`src/hdl/yrgb_pkg.sv`:
```
// Types, register indexes and arithmetic helpers for the YUYV to RGB converter.
// No dependencies.
package yrgb_pkg;

  localparam int unsigned CfgIdxW  = 4;
  localparam int unsigned CfgDataW = 16;
  localparam int unsigned InDataW  = 32;
  localparam int unsigned OutDataW = 48;

  typedef enum logic [CfgIdxW-1:0] {
    REG_LUMA_OFFSET   = 4'd0,
    REG_CHROMA_OFFSET = 4'd1,
    REG_LUMA_GAIN     = 4'd2,
    REG_BLUE_FROM_U   = 4'd3,
    REG_GREEN_FROM_U  = 4'd4,
    REG_GREEN_FROM_V  = 4'd5,
    REG_RED_FROM_V    = 4'd6,
    REG_SCALE_SHIFT   = 4'd7
  } reg_idx_e;

  typedef struct packed {
    logic        [7:0]  luma_offset;
    logic        [7:0]  chroma_offset;
    logic signed [15:0] luma_gain;
    logic signed [15:0] blue_from_u;
    logic signed [15:0] green_from_u;
    logic signed [15:0] green_from_v;
    logic signed [15:0] red_from_v;
    logic        [3:0]  scale_shift;
  } cfg_t;

  function automatic logic signed [8:0] sub_offset(input logic [7:0] s, input logic [7:0] off);
    return $signed({1'b0, s}) - $signed({1'b0, off});
  endfunction

  function automatic logic signed [15:0] mul_lo16(input logic signed [8:0] a,
                                                  input logic signed [15:0] b);
    logic signed [24:0] p;
    p = a * b;
    return p[15:0];
  endfunction

  function automatic logic signed [15:0] sat17(input logic signed [16:0] s);
    if (s[16] != s[15]) begin
      return s[16] ? 16'sh8000 : 16'sh7fff;
    end
    return s[15:0];
  endfunction

  function automatic logic signed [15:0] add_sat(input logic signed [15:0] a,
                                                 input logic signed [15:0] b);
    return sat17({a[15], a} + {b[15], b});
  endfunction

  function automatic logic signed [15:0] sub_sat(input logic signed [15:0] a,
                                                 input logic signed [15:0] b);
    return sat17({a[15], a} - {b[15], b});
  endfunction

  function automatic logic [7:0] shift_clamp(input logic signed [15:0] v,
                                             input logic [3:0] sh);
    logic signed [15:0] t;
    t = v >>> sh;
    if (t[15]) begin
      return 8'd0;
    end
    if (t[14:8] != 7'd0) begin
      return 8'hff;
    end
    return t[7:0];
  endfunction

endpackage

```
`src/hdl/yuy2_to_rgb_color_convert.sv`:
```
// Top level of the YUYV macropixel to RGB converter: five-stage pipeline.
// Depends on yrgb_pkg and yrgb_cfg_regs.
//
// Usage: each word on the slave stream is one YUYV macropixel; each word on
// the master stream is the two RGB pixels made from it, in the same order.
// Registers are written on the configuration channel, which is always ready;
// write them only while no word is in flight.
// The five pipeline stages are offset subtraction, the gain multipliers, the
// chroma and channel sums, the green difference, and the shift and clamp into
// the output register; an accepted word passes through them in order, and the
// output register holds it for the master side until it is taken.
// Throughput is one word per cycle while the receiver does not stall.
// At reset every stage is emptied and the registers take their default values.
// When the receiver stalls, the output register holds its word and each stage
// behind it keeps advancing into empty slots; once all five are full,
// s_axis_tready falls, and no word is dropped or repeated.
module yuy2_to_rgb_color_convert (
  input  logic                           clk_i,
  input  logic                           rst_ni,
  input  logic                           s_axis_tvalid,
  output logic                           s_axis_tready,
  // Fields from bit 0: luma_first, chroma_blue, luma_second, chroma_red.
  input  logic [yrgb_pkg::InDataW-1:0]   s_axis_tdata,
  output logic                           m_axis_tvalid,
  input  logic                           m_axis_tready,
  // Fields from bit 0: blue_first, green_first, red_first,
  // blue_second, green_second, red_second.
  output logic [yrgb_pkg::OutDataW-1:0]  m_axis_tdata,
  input  logic                           cfg_valid_i,
  output logic                           cfg_ready_o,
  input  logic [yrgb_pkg::CfgIdxW-1:0]   cfg_index_i,
  input  logic [yrgb_pkg::CfgDataW-1:0]  cfg_data_i
);
  import yrgb_pkg::*;

  cfg_t cfg;

  yrgb_cfg_regs u_cfg (
    .clk_i       (clk_i),
    .rst_ni      (rst_ni),
    .cfg_valid_i (cfg_valid_i),
    .cfg_index_i (cfg_index_i),
    .cfg_data_i  (cfg_data_i),
    .cfg_o       (cfg)
  );

  assign cfg_ready_o = 1'b1;

  logic v1_q, v2_q, v3_q, v4_q, v5_q;
  logic en1, en2, en3, en4, en5;

  assign en5 = !v5_q || m_axis_tready;
  assign en4 = !v4_q || en5;
  assign en3 = !v3_q || en4;
  assign en2 = !v2_q || en3;
  assign en1 = !v1_q || en2;
  assign s_axis_tready = en1;

  always_ff @(posedge clk_i or negedge rst_ni) begin
    if (!rst_ni) begin
      v1_q <= 1'b0;
      v2_q <= 1'b0;
      v3_q <= 1'b0;
      v4_q <= 1'b0;
      v5_q <= 1'b0;
    end else begin
      if (en1) v1_q <= s_axis_tvalid;
      if (en2) v2_q <= v1_q;
      if (en3) v3_q <= v2_q;
      if (en4) v4_q <= v3_q;
      if (en5) v5_q <= v4_q;
    end
  end

  logic signed [8:0]  ya1_q, yb1_q, u1_q, v1c_q;
  logic signed [15:0] luma_a2_q, luma_b2_q, bu2_q, gu2_q, gv2_q, rv2_q;
  logic signed [15:0] luma_a3_q, luma_b3_q, guv3_q;
  logic signed [15:0] blue_a3_q, blue_b3_q, red_a3_q, red_b3_q;
  logic signed [15:0] blue_a4_q, blue_b4_q, red_a4_q, red_b4_q;
  logic signed [15:0] green_a4_q, green_b4_q;
  logic [OutDataW-1:0] out5_q;

  always_ff @(posedge clk_i) begin
    if (en1 && s_axis_tvalid) begin
      ya1_q <= sub_offset(s_axis_tdata[7:0], cfg.luma_offset);
      u1_q  <= sub_offset(s_axis_tdata[15:8], cfg.chroma_offset);
      yb1_q <= sub_offset(s_axis_tdata[23:16], cfg.luma_offset);
      v1c_q <= sub_offset(s_axis_tdata[31:24], cfg.chroma_offset);
    end
    if (en2 && v1_q) begin
      luma_a2_q <= mul_lo16(ya1_q, cfg.luma_gain);
      luma_b2_q <= mul_lo16(yb1_q, cfg.luma_gain);
      bu2_q     <= mul_lo16(u1_q, cfg.blue_from_u);
      gu2_q     <= mul_lo16(u1_q, cfg.green_from_u);
      gv2_q     <= mul_lo16(v1c_q, cfg.green_from_v);
      rv2_q     <= mul_lo16(v1c_q, cfg.red_from_v);
    end
    if (en3 && v2_q) begin
      luma_a3_q <= luma_a2_q;
      luma_b3_q <= luma_b2_q;
      guv3_q    <= add_sat(gu2_q, gv2_q);
      blue_a3_q <= add_sat(luma_a2_q, bu2_q);
      blue_b3_q <= add_sat(luma_b2_q, bu2_q);
      red_a3_q  <= add_sat(luma_a2_q, rv2_q);
      red_b3_q  <= add_sat(luma_b2_q, rv2_q);
    end
    if (en4 && v3_q) begin
      green_a4_q <= sub_sat(luma_a3_q, guv3_q);
      green_b4_q <= sub_sat(luma_b3_q, guv3_q);
      blue_a4_q  <= blue_a3_q;
      blue_b4_q  <= blue_b3_q;
      red_a4_q   <= red_a3_q;
      red_b4_q   <= red_b3_q;
    end
    if (en5 && v4_q) begin
      out5_q <= {shift_clamp(red_b4_q, cfg.scale_shift),
                 shift_clamp(green_b4_q, cfg.scale_shift),
                 shift_clamp(blue_b4_q, cfg.scale_shift),
                 shift_clamp(red_a4_q, cfg.scale_shift),
                 shift_clamp(green_a4_q, cfg.scale_shift),
                 shift_clamp(blue_a4_q, cfg.scale_shift)};
    end
  end

  assign m_axis_tvalid = v5_q;
  assign m_axis_tdata  = out5_q;

endmodule

```
`src/hdl/yrgb_cfg_regs.sv`:
```
// Configuration register file of the YUYV to RGB converter.
// Depends on yrgb_pkg.
module yrgb_cfg_regs (
  input  logic                           clk_i,
  input  logic                           rst_ni,
  input  logic                           cfg_valid_i,
  input  logic [yrgb_pkg::CfgIdxW-1:0]   cfg_index_i,
  input  logic [yrgb_pkg::CfgDataW-1:0]  cfg_data_i,
  output yrgb_pkg::cfg_t                 cfg_o
);
  import yrgb_pkg::*;

  cfg_t cfg_q, cfg_d;

  always_comb begin
    cfg_d = cfg_q;
    if (cfg_valid_i) begin
      unique case (cfg_index_i)
        REG_LUMA_OFFSET:   cfg_d.luma_offset   = cfg_data_i[7:0];
        REG_CHROMA_OFFSET: cfg_d.chroma_offset = cfg_data_i[7:0];
        REG_LUMA_GAIN:     cfg_d.luma_gain     = cfg_data_i;
        REG_BLUE_FROM_U:   cfg_d.blue_from_u   = cfg_data_i;
        REG_GREEN_FROM_U:  cfg_d.green_from_u  = cfg_data_i;
        REG_GREEN_FROM_V:  cfg_d.green_from_v  = cfg_data_i;
        REG_RED_FROM_V:    cfg_d.red_from_v    = cfg_data_i;
        REG_SCALE_SHIFT:   cfg_d.scale_shift   = cfg_data_i[3:0];
        default:           cfg_d = cfg_q;
      endcase
    end
  end

  always_ff @(posedge clk_i or negedge rst_ni) begin
    if (!rst_ni) begin
      cfg_q.luma_offset   <= 8'd16;
      cfg_q.chroma_offset <= 8'd128;
      cfg_q.luma_gain     <= 16'sd75;
      cfg_q.blue_from_u   <= 16'sd129;
      cfg_q.green_from_u  <= 16'sd25;
      cfg_q.green_from_v  <= 16'sd52;
      cfg_q.red_from_v    <= 16'sd102;
      cfg_q.scale_shift   <= 4'd6;
    end else begin
      cfg_q <= cfg_d;
    end
  end

  assign cfg_o = cfg_q;

endmodule

```
`config.mk`:
```
export PLATFORM = sky130hd
export DESIGN_NAME = yuy2_to_rgb_color_convert
export DESIGN_NICKNAME = d
export VERILOG_FILES = /design/src/hdl/yrgb_pkg.sv /design/src/hdl/yuy2_to_rgb_color_convert.sv /design/src/hdl/yrgb_cfg_regs.sv
export SDC_FILE = /design/constraint.sdc
export NUM_CORES = 2
export LEC_CHECK = 0
export ABC_CLOCK_PERIOD_IN_PS = 5400
export BUFFER_PORTS_ARGS = -buffer_cell sky130_fd_sc_hd__buf_2
export CAP_MARGIN = 20
export CORE_AREA = 4 4 286 316
export DETAILED_ROUTE_END_ITERATION = 10
export DIE_AREA = 0 0 290 320
export HOLD_SLACK_MARGIN = 0.05
export MAX_ROUTING_LAYER = met4
export PLACE_DENSITY = 0.71
export RECOVER_POWER = 50
export SYNTH_ARGS = -nofsm -noshare
export SYNTH_HDL_FRONTEND = slang
export SYNTH_SLANG_ARGS = --single-unit
```
`constraint.sdc`:
```
create_clock -name clk_i -period 5.4 [get_ports clk_i]
set_input_delay 0.27 -clock clk_i [delete_from_list [all_inputs] [get_ports clk_i]]
set_output_delay 0.27 -clock clk_i [all_outputs]
set_load 0.05 [all_outputs]
```
==> results summary <==
The flow ran to the end, but the final reports show violations. The final reports fail on max-capacitance violations, max-slew violations. The floorplan step set the die height to 320 µm. Among all flip-flop cells after synthesis, the most frequent one is edfxtp_1. The post-route minimum period came out at 5.23 ns. Detailed placement finished with a half-perimeter wire length of 79300 µm. By count the netlist is led by nand2_1 (461), inv_1 (459), fa_1 (419). The global-route wire length before repair is ~170000 µm.

The area share of the largest cell type after synthesis is 25.9%. The most critical setup path has its startpoint at u_cfg.cfg_o[71]. The total count of hold-check failures in the final report is 0.

The slowest stage cell on the critical path is dfstp_4. The number of antenna violations at the first check in global routing was 0. The first detailed-routing pass ran for 5 iterations.

The startpoint identified for the worst register-to-register timing path is u_cfg.cfg_o[71]. The clock slew at the register clock pins of the worst setup and hold paths is about 0.060 ns. The number of fill cells came out at approximately 7.5k.

Of all cell types, the one taking the most synthesized area is edfxtp_1. The final max-slew violation count is 259. For this block, the initial DRC count from the detailed router was about 1.9k. The number of buffers created by CTS came out at 56. Entering global routing, the biggest net connects between 70 and 80 pins. The register bit count reported by yosys came out at around 500. The net total in the final layout came out at a little over 5k. The effective utilization at floorplan is between 50% and 60%. The latest clock arrival within the worst-skew pair is 0.63 ns. Yosys instantiated no cell more often than nand2_1. The number of placed cells counting well taps is 5454. The total via count in the routed design is 30.6k. The number of cells on the worst reg-to-reg path is 19. Of the available clock period, the critical path in the final layout requires between 90% and 100%. The worst clock skew came out at between 0.02 and 0.025 ns. In this run the worst path has a maximum fanout of 14.

After synthesis, the cell types taking the most area are edfxtp_1 (26%), fa_1 (19%), ha_1 (9.5%), dfrtp_1 (4.7%), and2_1 (4.0%). The routed wire length is approximately 100000 µm. In this run the horizontal extent of the chip is 290 µm. The path with the worst hold slack has its endpoint at u_cfg.cfg_o[28]. about 110 I/O pins were placed. In this run the number of H-tree levels came out at 2.

TritonCTS built the clock tree. The worst path required time came out at ~5.8 ns. At the pin with the least slew margin, the transition time is 3.51 ns. The routed wirelength normalized by instance count came out at between 15 and 20 µm. The cell area after technology mapping came out at 45000 µm².

The fmax is approximately 0.19 GHz. The proportion of layout cells with a drive suffix above 1 is 9.69%. The synthesis-to-finish area growth is 8.70%.

STA classifies the critical path endpoint as a register. The TritonCTS sink count came out at between 400 and 500. The worst setup path is launched from a register.

Dividing the detail-routed via count by the number of cells gives around 5.5. The proportion of register bits with asynchronous set or reset after synthesis came out at between 20% and 30%. The remaining antenna violation count after routing is 0. The hold path depth is 2. The number of antenna diodes in the final layout is 0. The synthesized netlist net count is between 5k and 6k. In this run the deepest clock path goes through 3 buffers. The congestion estimate from routability-driven global placement came to 0.930. The register-to-register setup slack is ~0.17 ns.

The cell sitting at the root of the clock tree is a clkbuf_16. The number of standard-cell rows in the floorplan came out at between 100 and 150. The aggregate global-route resource usage is between 20% and 30%. The port buffer count came out at ~110. Data arrives at the worst endpoint at between 5 and 6 ns. The number of max-capacitance violations reported came out at 6. The path class of the lowest-slack min-delay path is in2reg. The critical path in this run is classified as reg2reg. The floorplan step defined a core boundary enclosing 87300 µm². In this run the most critical hold path is launched from cfg_data_i[8].

The DRC violation count after routing is 0. The die covers around 93000 µm². The maximum cell stage delay along the critical path is 0.70 ns. The mean instance size in the synthesized netlist is between 10 and 15 µm². Yosys mapped a number of flops with a built-in enable equal to about 390. The synthesized netlist contains 91 unique library cells. The via count of the first global-routing pass came out at about 31k. The most numerous cell type found on the critical path is fa_1. The number of cells in the finished layout apart from fillers is 5576.

The number of warning messages in the yosys log came out at 0. The worst register-to-register path ends at luma_b2_q[15]. Setup violations remaining at the end of the flow were counted as 0.

The synthesized instance count is ~4.3k. The remaining max-slew budget at the tightest pin is -134%. For this run the aggregate overflow at the end of global routing stands at 0. Walking the worst path, the cells encountered are nand2_1 -> fa_1 -> inv_1 -> fa_1 -> ha_1 -> inv_1 -> fa_1 -> inv_1 -> ha_1 -> ha_1 -> fa_1 -> a21o_1 -> a21oi_1 -> o21bai_1 -> a21oi_2 -> o21ai_0 -> a21o_1 -> a21oi_1 -> xnor2_1. Summing the sequential cell areas from Yosys gives between 30% and 40% of the chip area.
==> metal layers <==
metal	vias to the layer above	global-route usage, %	share of wire, %
li1	14700	-	-
met1	14900	30.9	44
met2	824	36.9	47
met3	173	2.45	4.8
met4	0	7.57	3.7
met5	-	-	0
==> critical path: cells and delay by family (launching register included) <==
kind | cells | cell delay [ns]
compound gates | 7 | 1.29
buf+inv | 3 | 0.14
flops | 1 | 0.70
simple gates | 1 | 0.09
xor+xnor | 1 | 0.10
fa+ha+maj | 7 | 2.64
==> cell families (layout without fill, tap and decap cells) <==
kind of cell / after synthesis / after routing / synth area share (%)
multiplexers: 205 / 205 / 5.66
AO/OA/AOI/OAI: 721 / 721 / 10.0
other: 1 / 1 / 0.00832
XOR/XNOR: 244 / 244 / 4.74
flip-flops: 493 / 493 / 31.8
AND/OR/NAND/NOR: 1181 / 1181 / 12.9
adder cells (fa/ha/maj): 811 / 811 / 29.2
buffers and inverters: 652 / 760 / 5.66
==> worst max-delay path by stage <==
stage	end	slack (ns)
floorplan	luma_a2_q[15]	0.18
global placement	luma_a2_q[15]	0.28
detailed placement	luma_b2_q[15]	0.17
CTS	luma_b2_q[15]	0.12
global route	luma_b2_q[15]	-0.05
finish	luma_b2_q[15]	0.17
==> repair_timing <==
action	CTS	global route
resized for setup	0	9
endpoints found under the hold margin	72	0
hold buffers	13	0
setup endpoints to repair	0	6
setup buffers	0	3
==> stage by stage <==
stage	hold WS, ns	setup TNS (ns)	area [µm²]	setup slack, ns	util (%)
after floorplan	-0.0256	0	45000	0.180	-
after global placement	0.291	0	46900	0.276	53.7
after detailed placement	0.297	0	46900	0.174	53.7
after CTS	0.0521	0	49000	0.117	56.1
after global routing	0.0578	-0.0480	49000	-0.0480	56.1
final	0.0955	0	49000	0.170	56.1
==> sequential cells by signal, summed over array words and instances (netlist names), 16 cells and up <==
signal and cells:
bu2_q 16, luma_b2_q 16, u_cfg.cfg_o 100, blue_b3_q 16
red_b4_q 16, luma_a2_q 16, blue_a4_q 16, luma_b3_q 16
green_b4_q 16, red_a4_q 16, blue_b4_q 16, guv3_q 16
rv2_q 16, red_b3_q 16, luma_a3_q 16, gv2_q 16
m_axis_tdata 48, gu2_q 16, green_a4_q 16, blue_a3_q 16
red_a3_q 16
==> final cells by class <==
class	instances	area (µm²)	share of cell area [%]
inverters	463	1740	3.55
multi-input cells	3163	28200	57.6
well taps	1160	1450	2.96
clock inverters	35	474	0.968
repair buffers	192	1240	2.54
flip-flops and latches	493	14300	29.2
clock buffers	70	1520	3.09
==> layout by cell type, fill, tap and decap left out, types with 65 or more instances in the layout <==
master      n
nand2_1   461
inv_1     459
fa_1      419
edfxtp_1  388
ha_1      342
and2_1    277
a21oi_1   272
xnor2_1   172
nor2_1    156
o21ai_0   126
mux2_2    116
dfrtp_1    82
xor2_1     72
nor2b_1    70
a21o_1     65
Power is not shown: default switching activity piles up to over one toggle a cycle in this logic, so the estimate is an artifact.
